$ cat src/rtl/core/icas_pkg.sv
// Shared types, codes and step helpers for the init command ack sequencer.
package icas_pkg;

  // Request kinds carried on the input tuser.
  typedef enum logic [1:0] {
    REQ_BEGIN  = 2'd0,
    REQ_ACK    = 2'd1,
    REQ_EXPIRE = 2'd2,
    REQ_QUERY  = 2'd3
  } req_t;

  // Result status codes.
  typedef enum logic [2:0] {
    ST_OK           = 3'd0,
    ST_INVALID      = 3'd1,
    ST_STALE        = 3'd2,
    ST_DUPLICATE    = 3'd3,
    ST_OUT_OF_ORDER = 3'd4,
    ST_TIMEOUT      = 3'd5,
    ST_COMPLETE     = 3'd6
  } status_t;

  // Configuration register indexes.
  localparam logic [1:0] CFG_LTR_ENABLE       = 2'd0;
  localparam logic [1:0] CFG_LAR_ENABLE       = 2'd1;
  localparam logic [1:0] CFG_LTR_GEN2_CAPABLE = 2'd2;

  // Steps that may be skipped, and the terminal step value.
  localparam logic [3:0] STEP_LATENCY = 4'd3;
  localparam logic [3:0] STEP_COUNTRY = 4'd6;
  localparam logic [3:0] STEP_DONE    = 4'd9;

  // Session state. The profile bits are reduced at begin to the two step enables.
  typedef struct packed {
    logic [31:0] session_tag;
    logic [63:0] deadline_us;
    logic [3:0]  step_index;
    logic        active_flag;
    logic        terminal_flag;
    logic        latency_on;
    logic        country_on;
  } state_t;

  // Next enabled step after s. Skippable steps are never adjacent, so one skip suffices.
  function automatic logic [3:0] next_step(input logic [3:0] s, input logic latency_on,
                                           input logic country_on);
    logic [3:0] n;
    n = s + 4'd1;
    if ((n == STEP_LATENCY && !latency_on) || (n == STEP_COUNTRY && !country_on)) begin
      n = n + 4'd1;
    end
    return n;
  endfunction

endpackage

$ cat src/rtl/core/icas_eval.sv
// Request evaluation: next session state and result status for one request.
module icas_eval #(
  parameter int unsigned TIMEOUT_US = 500000
) (
  input  icas_pkg::req_t    req_type,
  input  logic [31:0]       generation,
  input  logic [3:0]        ack_step,
  input  logic [63:0]       now_us,
  input  logic              ltr_enable,
  input  logic              lar_enable,
  input  logic              ltr_gen2_capable,
  input  icas_pkg::state_t  state,
  output icas_pkg::state_t  state_next,
  output icas_pkg::status_t status
);
  import icas_pkg::*;

  logic [64:0] deadline_sum;
  logic        deadline_ovf;
  logic        late;
  logic        running;
  logic [3:0]  step_after;

  // A carry out of the add means the new deadline does not fit in 64 bits.
  assign deadline_sum = {1'b0, now_us} + 65'(TIMEOUT_US);
  assign deadline_ovf = deadline_sum[64];
  assign late         = (now_us >= state.deadline_us);
  assign running      = state.active_flag && !state.terminal_flag;
  assign step_after   = next_step(state.step_index, state.latency_on, state.country_on);

  always_comb begin
    state_next = state;
    status     = ST_OK;
    unique case (req_type)
      REQ_BEGIN: begin
        if (generation == 32'd0 || deadline_ovf) begin
          status = ST_INVALID;
        end else begin
          state_next.session_tag   = generation;
          state_next.deadline_us   = deadline_sum[63:0];
          state_next.step_index    = 4'd0;
          state_next.active_flag   = 1'b1;
          state_next.terminal_flag = 1'b0;
          state_next.latency_on    = ltr_enable && !ltr_gen2_capable;
          state_next.country_on    = lar_enable;
        end
      end
      REQ_ACK: begin
        if (generation == 32'd0 || ack_step >= STEP_DONE) begin
          status = ST_INVALID;
        end else if (generation != state.session_tag) begin
          status = ST_STALE;
        end else if (!running) begin
          status = ST_DUPLICATE;
        end else if (late) begin
          state_next.active_flag   = 1'b0;
          state_next.terminal_flag = 1'b1;
          status                   = ST_TIMEOUT;
        end else if (ack_step != state.step_index) begin
          status = (ack_step < state.step_index) ? ST_DUPLICATE : ST_OUT_OF_ORDER;
        end else begin
          state_next.step_index = step_after;
          if (step_after == STEP_DONE) begin
            state_next.active_flag   = 1'b0;
            state_next.terminal_flag = 1'b1;
            status                   = ST_COMPLETE;
          end else if (deadline_ovf) begin
            state_next.active_flag   = 1'b0;
            state_next.terminal_flag = 1'b1;
            status                   = ST_TIMEOUT;
          end else begin
            state_next.deadline_us = deadline_sum[63:0];
          end
        end
      end
      REQ_EXPIRE: begin
        if (state.session_tag == 32'd0) begin
          status = ST_INVALID;
        end else if (!running) begin
          status = ST_DUPLICATE;
        end else if (!late) begin
          status = ST_OK;
        end else begin
          state_next.active_flag   = 1'b0;
          state_next.terminal_flag = 1'b1;
          status                   = ST_TIMEOUT;
        end
      end
      REQ_QUERY: begin
        if (!running || state.session_tag == 32'd0) begin
          status = ST_INVALID;
        end else if (late) begin
          status = ST_TIMEOUT;
        end else begin
          status = ST_OK;
        end
      end
      default: begin
        status = ST_INVALID;
      end
    endcase
  end

endmodule

$ cat src/rtl/core/init_command_ack_sequencer.sv
// Top level of the init command ack sequencer: stream ports, registers and checks.
// Path: an accepted request is held in the input register and moves into the result
// register when that register is free or being drained.
// Throughput: one request per cycle while the result side drains; the session state
// update is a single 64-bit add and compare between the input and result registers.
// Reset (rst, synchronous, active high) clears the session, the profile registers
// and both valid flags; no clearing pass is needed.
module init_command_ack_sequencer #(
  parameter int unsigned TIMEOUT_US = 500000
) (
  input  logic         clk,
  input  logic         rst,
  // Configuration write port.
  input  logic         cfg_we,
  input  logic [1:0]   cfg_index,
  input  logic         cfg_data,
  // Request stream.
  input  logic         s_tvalid,
  output logic         s_tready,
  input  logic [103:0] s_tdata,  // generation[31:0], ack_step[35:32], now_us[99:36], zero pad
  input  logic [1:0]   s_tuser,  // req_type[1:0]
  // Result stream.
  output logic         m_tvalid,
  input  logic         m_tready,
  output logic [7:0]   m_tdata   // status[2:0], current_step[6:3], running[7]
);
  import icas_pkg::*;

  // Profile registers, sampled into the session at each begin request.
  logic ltr_enable;
  logic lar_enable;
  logic ltr_gen2_capable;

  // Input register.
  logic        in_valid;
  req_t        in_req;
  logic [31:0] in_generation;
  logic [3:0]  in_ack_step;
  logic [63:0] in_now_us;

  // Session state.
  state_t  state;
  state_t  state_next;
  status_t status_next;

  // Result register.
  logic       out_valid;
  status_t    out_status;
  logic [3:0] out_step;
  logic       out_running;

  logic advance;

  // The held request moves on whenever the result register is free or being drained.
  // The input side stalls only when both registers hold items and the result waits.
  assign advance  = in_valid && (!out_valid || m_tready);
  assign s_tready = !in_valid || advance;

  always_ff @(posedge clk) begin
    if (rst) begin
      ltr_enable       <= 1'b0;
      lar_enable       <= 1'b0;
      ltr_gen2_capable <= 1'b0;
    end else if (cfg_we) begin
      unique case (cfg_index)
        CFG_LTR_ENABLE:       ltr_enable       <= cfg_data;
        CFG_LAR_ENABLE:       lar_enable       <= cfg_data;
        CFG_LTR_GEN2_CAPABLE: ltr_gen2_capable <= cfg_data;
        default: begin
        end
      endcase
    end
  end

  always_ff @(posedge clk) begin
    if (rst) begin
      in_valid <= 1'b0;
    end else if (s_tready) begin
      in_valid <= s_tvalid;
    end
  end

  always_ff @(posedge clk) begin
    if (s_tready && s_tvalid) begin
      in_req        <= req_t'(s_tuser);
      in_generation <= s_tdata[31:0];
      in_ack_step   <= s_tdata[35:32];
      in_now_us     <= s_tdata[99:36];
    end
  end

  icas_eval #(
    .TIMEOUT_US(TIMEOUT_US)
  ) u_eval (
    .req_type        (in_req),
    .generation      (in_generation),
    .ack_step        (in_ack_step),
    .now_us          (in_now_us),
    .ltr_enable      (ltr_enable),
    .lar_enable      (lar_enable),
    .ltr_gen2_capable(ltr_gen2_capable),
    .state           (state),
    .state_next      (state_next),
    .status          (status_next)
  );

  // The session state is updated as the request leaves the input register, so the
  // very next request already sees it.
  always_ff @(posedge clk) begin
    if (rst) begin
      state <= '0;
    end else if (advance) begin
      state <= state_next;
    end
  end

  always_ff @(posedge clk) begin
    if (rst) begin
      out_valid <= 1'b0;
    end else if (advance) begin
      out_valid <= 1'b1;
    end else if (m_tready) begin
      out_valid <= 1'b0;
    end
  end

  always_ff @(posedge clk) begin
    if (advance) begin
      out_status  <= status_next;
      out_step    <= state_next.step_index;
      out_running <= state_next.active_flag && !state_next.terminal_flag;
    end
  end

  assign m_tvalid = out_valid;
  assign m_tdata  = {out_running, out_step, out_status};

  // A session is never both active and terminal.
  assert property (@(posedge clk) disable iff (rst)
    !(state.active_flag && state.terminal_flag))
    else $error("session both active and terminal");

  // The step index never passes the done marker.
  assert property (@(posedge clk) disable iff (rst)
    state.step_index <= STEP_DONE)
    else $error("step index beyond done");

  // An active session always carries a nonzero generation tag.
  assert property (@(posedge clk) disable iff (rst)
    state.active_flag |-> (state.session_tag != 32'd0))
    else $error("active session with zero tag");

  // A completed sequence reports the done step and is no longer running.
  assert property (@(posedge clk) disable iff (rst)
    (out_valid && out_status == ST_COMPLETE) |-> (out_step == STEP_DONE && !out_running))
    else $error("complete result with wrong step or running");

endmodule
$ cat config.mk
export PLATFORM = sky130hd
export DESIGN_NAME = init_command_ack_sequencer
export DESIGN_NICKNAME = d
export VERILOG_FILES = /design/src/rtl/core/icas_pkg.sv /design/src/rtl/core/icas_eval.sv /design/src/rtl/core/init_command_ack_sequencer.sv
export SDC_FILE = /design/constraint.sdc
export NUM_CORES = 1
export LEC_CHECK = 0
export BUFFER_PORTS_ARGS = -buffer_cell sky130_fd_sc_hd__buf_2
export CORE_MARGIN = 4
export CORE_UTILIZATION = 32
export DETAILED_ROUTE_END_ITERATION = 8
export SLEW_MARGIN = 10
export SYNTH_ARGS = -nofsm -noshare
export SYNTH_HDL_FRONTEND = slang
export SYNTH_SLANG_ARGS = --single-unit
export TNS_END_PERCENT = 5
$ cat constraint.sdc
create_clock -name clk -period 9.9 [get_ports clk]
set_input_delay 1.485 -clock clk [delete_from_list [all_inputs] [get_ports clk]]
set_output_delay 1.485 -clock clk [all_outputs]
set_load 0.02 [all_outputs]
* Yosys cells after proc, flatten, opt, wreduce, memory -nomap -nowiden
Index checks and enable logic that the tools add are counted. Widths: inputs -> output; s select.
Cells by class: add/sub/neg operators 3, $lt $le $gt $ge 3, equal/unequal tests 18, muxes and demuxes 33, bitwise gates (word level) 1, reductions and logical operators 32
Operator list (count):
- $mux 70 | 4
- $pmux 68 s2 | 1
- $mux 64 | 2
- $mux 72 | 1
- $mux 68 | 1
- $add 64x19->65 const B | 1
- $ge 64x64->1 | 1
- $logic_not 32->1 | 2
- $mux 3 | 12
- $ne 32x32->1 | 1
- $ne 2x2->1 const B | 7
- $mux 2 | 6
- $pmux 3 s4 | 1
- $reduce_and 10->1 | 1
- $add 4x1->4 const B | 2
- $logic_not 1->1 | 8
- $logic_and 1x1->1 | 7
- $eq 2x2->1 const B | 3
- $logic_or 1x1->1 | 6
- $pmux 2 s3 | 1
- $reduce_and 2->1 | 3
- $eq 2x1->1 const B | 2
- $eq 4x2->1 const B | 1
- $eq 4x3->1 const B | 1
- other kinds (11) | 15
Word-level totals: register bits 219, input bits 114, output and inout bits 10, logic and storage cells 109

* Longest topological paths before layout
Gate-level depths: netlist of run 1.
depth in word-level cells 15, depth in mapped cells 13, depth with buffers taken out 10

* By module
Synthesis of run 1 repeated with hierarchy kept, for this count alone.
Unflattened totals: cells, all modules 1405, area total of the unflattened synthesis 13210.2 sq um
By module, submodules not included:
- init_command_ack_sequencer | times used 1, cells each 585, area an instance 8174.1 sq um, sequential area each 5485.3 sq um
- icas_eval | times used 1, cells each 820, area an instance 5036.1 sq um, sequential area each 0.0 sq um

* Least setup slack after synthesis of run 1
Ideal clock, no wire load.
kind input to register, from input port m_tready, to register in_ack_step[0], enable pin, library setup time 472 ps, arrival 4134 ps, data required time 9428 ps, path slack 5294 ps, stages on the path 3, buffers on the path 0, path through nor2b_1 -> nand2_1 -> and2_1
Between the ends: word-level cells in the longest chain between the ends 4
RTL lines:
- start, declared | line init_command_ack_sequencer.sv:24 | input logic m_tready,
- $logic_or 1x1->1 | line init_command_ack_sequencer.sv:56 | assign advance = in_valid && (!out_valid || m_tready);
- $logic_and 1x1->1 | line init_command_ack_sequencer.sv:56
- $logic_or 1x1->1 | line init_command_ack_sequencer.sv:57 | assign s_tready = !in_valid || advance;
- net s_tready | line init_command_ack_sequencer.sv:19 | output logic s_tready,
- $logic_and 1x1->1 | line init_command_ack_sequencer.sv:84 | if (s_tready && s_tvalid) begin
- end signal, assigned | line init_command_ack_sequencer.sv:87 | in_ack_step <= s_tdata[35:32];
- end, declared | line init_command_ack_sequencer.sv:38 | logic [3:0] in_ack_step;
The timed path passes the listed nets, and every way through them passes these cells. A chain may end at the register's enable or synchronous reset.

* Worst setup path after layout of run 1
from register in_now_us[19], to register state[52] (netlist name)
Between the ends: word-level cells in the longest chain between the ends 9, elaborated cells on any way between the ends 16, classes of those cells add/sub: 1; order compare: 1; eq/ne: 3; mux: 9; reduce/logical: 2
RTL lines:
- start, declared | line init_command_ack_sequencer.sv:39 | logic [63:0] in_now_us;
- start signal, assigned | line init_command_ack_sequencer.sv:88 | in_now_us <= s_tdata[99:36];
- $add 64x19->65 | line icas_eval.sv:25 | assign deadline_sum = {1'b0, now_us} + 65'(TIMEOUT_US);
- $mux 64 | line icas_eval.sv:67 | end else if (deadline_ovf) begin
- $mux 64 | line icas_eval.sv:63 | if (step_after == STEP_DONE) begin
- $mux 70 | line icas_eval.sv:59 | end else if (ack_step != state.step_index) begin
- $mux 68 | line icas_eval.sv:55 | end else if (late) begin
- $mux 70 | line icas_eval.sv:53 | end else if (!running) begin
- $mux 70 | line icas_eval.sv:51 | end else if (generation != state.session_tag) begin
- $mux 70 | line icas_eval.sv:49 | if (generation == 32'd0 || ack_step >= STEP_DONE) begin
- $pmux 68 s2 | line icas_eval.sv:34 | unique case (req_type)
Several ways; a longest one is shown, not always the timed one. The select of a mux whose other input is x is not followed.

==> summary.md, run 1 <==
| Metric | Value |
|---|---|
| Skew final | 0.0235 ns |
| Power share of the sequential group | 48.2% |
| Met3 routed wirelength | 1460 um |
| Syn-to-layout area delta | 17.1% |
| Global placement routability congestion | 0.836 |
| Min-Delay Path Class | reg2reg |
| Most area-consuming cells after synthesis | sky130_fd_sc_hd__edfxtp_1 (30%), sky130_fd_sc_hd__dfxtp_1 (20%), sky130_fd_sc_hd__ha_1 (8.3%), sky130_fd_sc_hd__xnor2_1 (6.0%), sky130_fd_sc_hd__a32o_1 (5.9%) |
| Count of placed standard cells including taps | 1558 |
| Shortest period the worst path allows | about 4.4 ns |
| Number of sinks driven by the clock tree | 219 |
| Worst-case setup margin in the final layout | 5.54 ns |
| Core area | 33500 sq um |
| Clock root buffer | sky130_fd_sc_hd__clkbuf_16 |
| Power per Cell Area | 168 nW/um^2 |
| Instance count along the most critical hold path | 2 |
| Setup slack of the most critical reg-to-reg path | 5.54 ns |
| Status | completed |
| Synthesized cell area | 10900 sq um |
| Total number of vias | between 8000 and 9000 |
| Antenna diode count | 0 |
| Slowest cell on crit path | sky130_fd_sc_hd__a211oi_1 |
| Post-synthesis average cell area | 10.6 sq um |
| Max-slew headroom at the worst pin | 28.0% |
| Reg2Reg Depth | 9 |
| Total wire length after detailed routing | 26100 um |
| Later-pin clock latency in the skew report | 0.54 ns |
| Net switching fraction of the power | 23.5% |
| Largest net degree at the start of global routing | 65 |
| Total setup buffers inserted after CTS | 0 |
| WP data required | between 10 and 15 ns |
| CTS Buf Count | 26 |
| Max clock buf depth | 3 |
| Rows | 67 |
| Arrival @ worst endpoint | 4.84 ns |
| Initial DRT Pass Iterations | 4 |
| Crit path largest cell delay | 0.87 ns |
| Critical Path Start Type | flop |
| Number of placed I/O pins | 124 |
| Average wire per standard cell | between 15 and 20 um |
| Final layout net count | 1324 |
| Detail Route Antenna Nets | 0 |
| Endpoint of the worst register-to-register path | state[52] |
| Synth area leader | sky130_fd_sc_hd__edfxtp_1 |
| Category of the critical setup timing path | reg2reg |
| Nature of the critical path endpoint | flop |
| Initial core utilization | 32.4% |
| HPWL Detailed | 17900 um |
| Warnings, synthesis | 0 |
| Number of synthesized register bits | around 220 |
| Post-place setup slack | 5.57 ns |
| Post-synth top flop | sky130_fd_sc_hd__edfxtp_1 |
| Max Transition Viols Final | 0 |
| Post-Route Hold Slack | about 0.45 ns |
| LEAKAGE | between 4 and 5 nW |
| Post-cts hold buffer count | 0 |
| Clock-pin slew of the registers on the worst-case setup and hold paths | roughly 0.060 ns |
| Number of standard cells after synthesis | between 1000 and 1500 |
| Startpoint of the worst hold path | state[1] |
| Count of flip-flops with a built-in enable after synthesis | 110 |
| Post-Route Setup TNS | 0 ns |
| Distinct cell type count after synthesis | 63 |
| Fraction of registers with async set/reset | 0% |
| Non-filler instance count after layout | 1606 |
| Power Internal | 0.00163 W |
| Die area | 36900 sq um |
| RSZ-0062 raised after global routing | no |
| Hold violation count in the final report | 0 |
| List of cells traversed by the critical path | ha_1, a21oi_1, o21ai_0, a221oi_1, o211ai_1, a211oi_1, and2_1, a31o_4, a32o_1 |
| Number of DRC markers after the initial detailed-route iteration | 419 |
| Synthesized netlist net count | 1209 |
| Switching power of the nets | 0.000503 W |
| Clock tree from TritonCTS | built |
| GRT Residual Overflow | 0 |
| Wire length the detailed router placed on met1 | 11800 um |
| Worst Max-Slew Pin Slew | 1.07 ns |
| Largest fanout on the critical path | 64 |
| Endpoints failing setup | 0 |
| Via count of the first global-routing pass | 8103 |
| Resized Gates After CTS | 0 |
| First-pass GRT wire length | 41600 um |
| MaxCap Viol Count | 0 |
| X dimension of the die | 192 um |
| GR Util All Layers | between 10% and 20% |
| Endpoint of the worst hold-timing path | state[1] |
| Die Ht | 192 um |
| CTS HTree Levels | 1 |
| Crit Reg-Reg Startpoint | in_now_us[19] |
| Proportion of power drawn by the clock network | 44.0% |
| Leading cell types in the layout, fill and taps excluded | sky130_fd_sc_hd__nand2_1 (119), sky130_fd_sc_hd__buf_2 (119), sky130_fd_sc_hd__edfxtp_1 (110) |
| Final worst-path cycle share | between 40% and 50% |
| Sequential-to-total area share from yosys stat | 50.5% |
| Number of antenna violations at the first check in global routing | 0 |
| Drt drc | 0 |
| Maximum vdd drop | 0.143 mV |
| Drt via density | about 5.1 |
| Highest Signal Layer | met4 |
| Highest achievable clock rate | 0.229 GHz |
| Combinational share of power | 7.9% |
| Share of layout cells above drive strength 1 | 15.0% |
| Area share of the leading cell type in the synthesized netlist | 30.4% |
| Met2 wire length | about 12000 um |
| I/O Buffers | roughly 120 |
metal layers:
layer / vias up / track usage, %
met2: 217 / 23.4
li1: 4007 / -
met3: 52 / 2.62
met4: 0 / 4.42
met5: - / 0
met1: 3852 / 18.2
worst max-delay path, delay by kind of cell (launching register included):
kind | cells | cell delay, ns
fa+ha+maj | 1 | 0.37
flops | 1 | 0.50
compound gates | 7 | 2.88
simple gates | 1 | 0.49
synthesized netlist by cell type, drive strengths merged, types with 2 or more instances:
cell type / n
dfxtp: 109
xnor2: 74
nor2b: 8
clkbuf: 23
o221ai: 4
and3: 10
o21ai: 21
xor2: 17
and4: 6
buf: 14
o41ai: 3
a211oi: 3
a221oi: 6
nand2: 119
mux2i: 6
a32o: 64
nor4: 28
a31oi: 5
ha: 72
nand3b: 3
o31ai: 3
or2: 3
nand4: 42
nor3: 11
nand3: 31
o32ai: 2
o21a: 2
a21o: 5
or3: 3
nand2b: 5
edfxtp: 110
inv: 81
nor2: 44
and2: 4
a21oi: 62
a311oi: 2
sequential cells by signal, indices dropped and copies added, names as in the netlist, 2 cells and up:
register	count
out_status	3
in_generation	32
out_step	4
in_req	2
in_now_us	64
in_ack_step	4
state	104
cell families after synthesis:
| kind of cell | count (synthesis) | share of synthesized area [%] |
|---|---|---|
| muxes | 7 | 0.657 |
| adders and majority gates | 72 | 8.30 |
| xor gates and xnor gates | 91 | 7.34 |
| DFF | 219 | 50.5 |
| AOI/OAI and AO/OA | 194 | 13.6 |
| and+or+nand+nor | 322 | 15.0 |
| buffers and inverters | 118 | 4.58 |
worst max-delay path by stage:
| stage | endpoint | slack, ns | startpoint | depth (start not counted) |
|---|---|---|---|---|
| global route | state[8] | 5.34 | in_now_us[19] | 9 |
| CTS | state[24] | 5.55 | in_now_us[19] | 9 |
| detailed placement | state[19] | 5.57 | in_now_us[19] | 9 |
| finish | state[52] | 5.54 | in_now_us[19] | 9 |
| floorplan | in_ack_step[0] | 5.29 | m_tready | 3 |
| global placement | state[12] | 5.58 | in_now_us[19] | 9 |
cell type report:
| cell class | instances | area, sq um |
|---|---|---|
| tap | 448 | 561 |
| clock buffer | 42 | 793 |
| multi-input combinational | 686 | 4890 |
| timing repair buffer | 124 | 633 |
| inverter | 81 | 304 |
| clock inverter | 6 | 50.0 |
| fill | 3334 | 20800 |
| sequential | 219 | 5490 |
metrics by stage:
| stage | power (W) | cell area (sq um) | util (%) |
|---|---|---|---|
| after detailed placement | 0.00122 | 11900 | 35.4 |
| after floorplan | 0.00115 | 10900 | - |
| after global routing | 0.00223 | 12700 | 37.9 |
| final | 0.00214 | 12700 | 37.9 |
| after CTS | 0.00217 | 12700 | 37.9 |
| after global placement | 0.00121 | 11900 | 35.4 |
power groups by stage:
| stage | logic (W) | registers, W | clock network (W) |
|---|---|---|---|
| after CTS | 0.000171 | 0.00103 | 0.000975 |
| final | 0.000168 | 0.00103 | 0.000939 |
| after global placement | 0.000166 | 0.00105 | 0 |
| after detailed placement | 0.000169 | 0.00105 | 0 |
| after floorplan | 0.000111 | 0.00104 | 0 |
| after global routing | 0.000190 | 0.00103 | 0.00101 |
Note: power is estimated with default switching activity, not from simulation.
==> run 2, diff against run 1 <==
==> constraint.sdc (replaced) <==
create_clock -name clk -period 4.1 [get_ports clk]
set_input_delay 0.615 -clock clk [delete_from_list [all_inputs] [get_ports clk]]
set_output_delay 0.615 -clock clk [all_outputs]
set_load 0.02 [all_outputs]
==> run 2 against run 1 <==
Compared with the run above: clock-buffer cell count is 13 lower; die area stayed put; register-to-register slack worse by 5.0 ns; non-clock buffer count is 8 higher; first-iteration DRC count is 1.4% higher; cell area is 1.9% higher; wire length is 0.20% higher; fmax is 23% higher; total power grew to 2.6 times the previous value; utilization is 0.71 points higher; critical path type unchanged; critical endpoint is now state[33].
==> summary.md, run 2 (synthesized netlist as in run 1, its figures left out) <==
| Metric | Value |
|---|---|
| Average wire per standard cell | 16.2 um (was 16.3 um) |
| Initial DRT Pass Iterations | 5 (was 4) |
| First-pass GRT wire length | 41800 um (was 41600 um) |
| Status | completed (unchanged) |
| Max-slew headroom at the worst pin | 37.7% (was 28.0%) |
| GRT Residual Overflow | 0 (unchanged) |
| Max clock buf depth | 3 (unchanged) |
| Highest achievable clock rate | 0.282 GHz (was 0.229 GHz) |
| Skew final | 0.0216 ns (was 0.0235 ns) |
| Via count of the first global-routing pass | 8054 (was 8103) |
| Total number of vias | 8070 (was 8128) |
| Area used by multi-input combinational logic | 4880 sq um (was 4890 sq um) |
| Sequential cell area in the final layout | 5490 sq um (unchanged) |
| Arrival @ worst endpoint | 4.02 ns (was 4.84 ns) |
| Resized Gates After CTS | 0 (unchanged) |
| Total setup buffers inserted after CTS | 0 (unchanged) |
| Register ranked first by flip-flop count | state (unchanged) |
| GR Util All Layers | 14.0% (was 13.9%) |
| Total wire length after detailed routing | 26200 um (was 26100 um) |
| Drt via density | 5.00 (was 5.06) |
| Initial core utilization | 32.4% (unchanged) |
| Largest net degree at the start of global routing | 65 (unchanged) |
| Endpoints failing setup | 0 (unchanged) |
| Number of antenna violations at the first check in global routing | 0 (unchanged) |
| HPWL Detailed | 18100 um (was 17900 um) |
| Number of DRC markers after the initial detailed-route iteration | 425 (was 419) |
| Hold violation count in the final report | 0 (unchanged) |
| Slowest cell on crit path | sky130_fd_sc_hd__edfxtp_1 (was sky130_fd_sc_hd__a211oi_1) |
| LEAKAGE | 4.62 nW (was 4.49 nW) |
| Clock tree from TritonCTS | built (unchanged) |
| Maximum vdd drop | 0.322 mV (was 0.143 mV) |
| CTS Buf Count | 27 (was 26) |
| Top Registers | state (104), in_now_us (64), in_generation (32) (unchanged) |
| Later-pin clock latency in the skew report | 0.54 ns (about the same) |
| Critical Path Start Type | flop (unchanged) |
| Category of the critical setup timing path | reg2reg (unchanged) |
| Shortest period the worst path allows | 3.54 ns (was 4.36 ns) |
| I/O Buffers | 119 (unchanged) |
| Max Transition Viols Final | 0 (unchanged) |
| Clock-pin slew of the registers on the worst-case setup and hold paths | 0.06 ns (about the same) |
| Min-Delay Path Class | in2reg (was reg2reg) |
| Nature of the critical path endpoint | flop (unchanged) |
| Final layout net count | 1333 (was 1324) |
| Power Total | 0.00551 W (was 0.00214 W) |
| Total of fill cells in the finished design | 3337 (was 3334) |
| Die area | 36900 sq um (unchanged) |
| CTS HTree Levels | 1 (unchanged) |
| List of cells traversed by the critical path | ha_1, nand4_1, nor4_1, nand4_1, nor3_1, o41ai_1, and2_1, a311oi_4, buf_12, a32o_1 (was ha_1, a21oi_1, o21ai_0, a221oi_1, o211ai_1, a211oi_1, and2_1, a31o_4, a32o_1) |
| Worst Max-Slew Pin Slew | 0.932 ns (was 1.07 ns) |
| MaxCap Viol Count | 0 (unchanged) |
| Rows | 67 (unchanged) |
| WP data required | 4.58 ns (was 10.37 ns) |
| Largest fanout on the critical path | 64 (unchanged) |
| RSZ-0062 raised after global routing | no (unchanged) |
| Total cell area at the placement stage | 12000 sq um (was 11900 sq um) |
| Final Instance Area | 12900 sq um (was 12700 sq um) |
| Crit path largest cell delay | 0.49 ns (was 0.87 ns) |
| Global placement routability congestion | 0.845 (was 0.836) |
| Antenna diode count | 0 (unchanged) |
| Detail Route Antenna Nets | 0 (unchanged) |
| Die Ht | 192 um (unchanged) |
| Post-cts hold buffer count | 0 (unchanged) |
| Largest register FFs | 104 (unchanged) |
| Leading cell types in the layout, fill and taps excluded | sky130_fd_sc_hd__nand2_1 (119), sky130_fd_sc_hd__buf_2 (119), sky130_fd_sc_hd__edfxtp_1 (110) (unchanged) |
| Number of sinks driven by the clock tree | 219 (unchanged) |
| Post-Route Hold Slack | 0.248 ns (was 0.453 ns) |
| Clock root buffer | sky130_fd_sc_hd__clkbuf_16 (unchanged) |
| Power per Cell Area | 426 nW/um^2 (was 168 nW/um^2) |
| Syn-to-layout area delta | 19.3% (was 17.1%) |
| X dimension of the die | 192 um (unchanged) |
| Most used cell, CP | sky130_fd_sc_hd__nand4_1 |
| Post-layout util | 38.6% (was 37.9%) |
| Share of layout cells above drive strength 1 | 16.3% (was 15.0%) |
| Final worst-path cycle share | 86.4% (was 44.1%) |
| Drt drc | 0 (unchanged) |
| Post-Route Setup TNS | 0 ns (unchanged) |
| Number of placed I/O pins | 124 (unchanged) |
| Core area | 33500 sq um (unchanged) |
==> run 2: power breakdown <==
part / internal, W / total [W] / switching (W)
Combinational: 0.000179 / 0.000417 / 0.000238
Clock: 0.00166 / 0.00261 / 0.000951
Sequential: 0.00240 / 0.00248 / 0.0000870
Total: 0.00424 / 0.00551 / 0.00128
==> run 2: metrics by stage <==
| step | setup slack [ns] | std cells |
|---|---|---|
| floorplan | 0.364 | 1023 |
| global placement | 0.612 | 1566 |
| detailed placement | 0.562 | 1566 |
| CTS | 0.533 | 1615 |
| global route | 0.305 | 1615 |
| finish | 0.559 | 1615 |
==> run 2: worst paths after layout <==
kind	start	end	slack, ns	cells past startpoint
max reg2reg	in_now_us[57]	state[33]	0.56	10
min	s_tdata[68]	in_now_us[32]	0.25	1
min reg2reg	state[0]	state[0]	0.46	2
max	in_now_us[57]	state[33]	0.56	10
==> run 2: worst max-delay path, delay by kind of cell (launching register included) <==
| kind | cells | cell delay [ns] |
|---|---|---|
| flip-flops | 1 | 0.49 |
| adder cells (fa/ha/maj) | 1 | 0.35 |
| buffers and inverters | 1 | 0.35 |
| AND/OR/NAND/NOR | 5 | 1.57 |
| AO/OA/AOI/OAI | 3 | 0.69 |
==> run 2: final cells by class <==
cell class	instances	share of cell area, %
clock buffer	29	5.35
clock inverter	20	2.20
inverter	81	2.35
multi-input combinational	686	37.7
sequential	219	42.4
tap	448	4.33
timing repair buffer	132	5.74
==> run 2: per-layer routing <==
layer	wire length (um)	track usage (%)	up-vias
met5	0	0	-
met3	1470	2.60	42
li1	-	-	4043
met1	11900	18.7	3785
met2	12200	23.4	200
met4	702	3.73	0
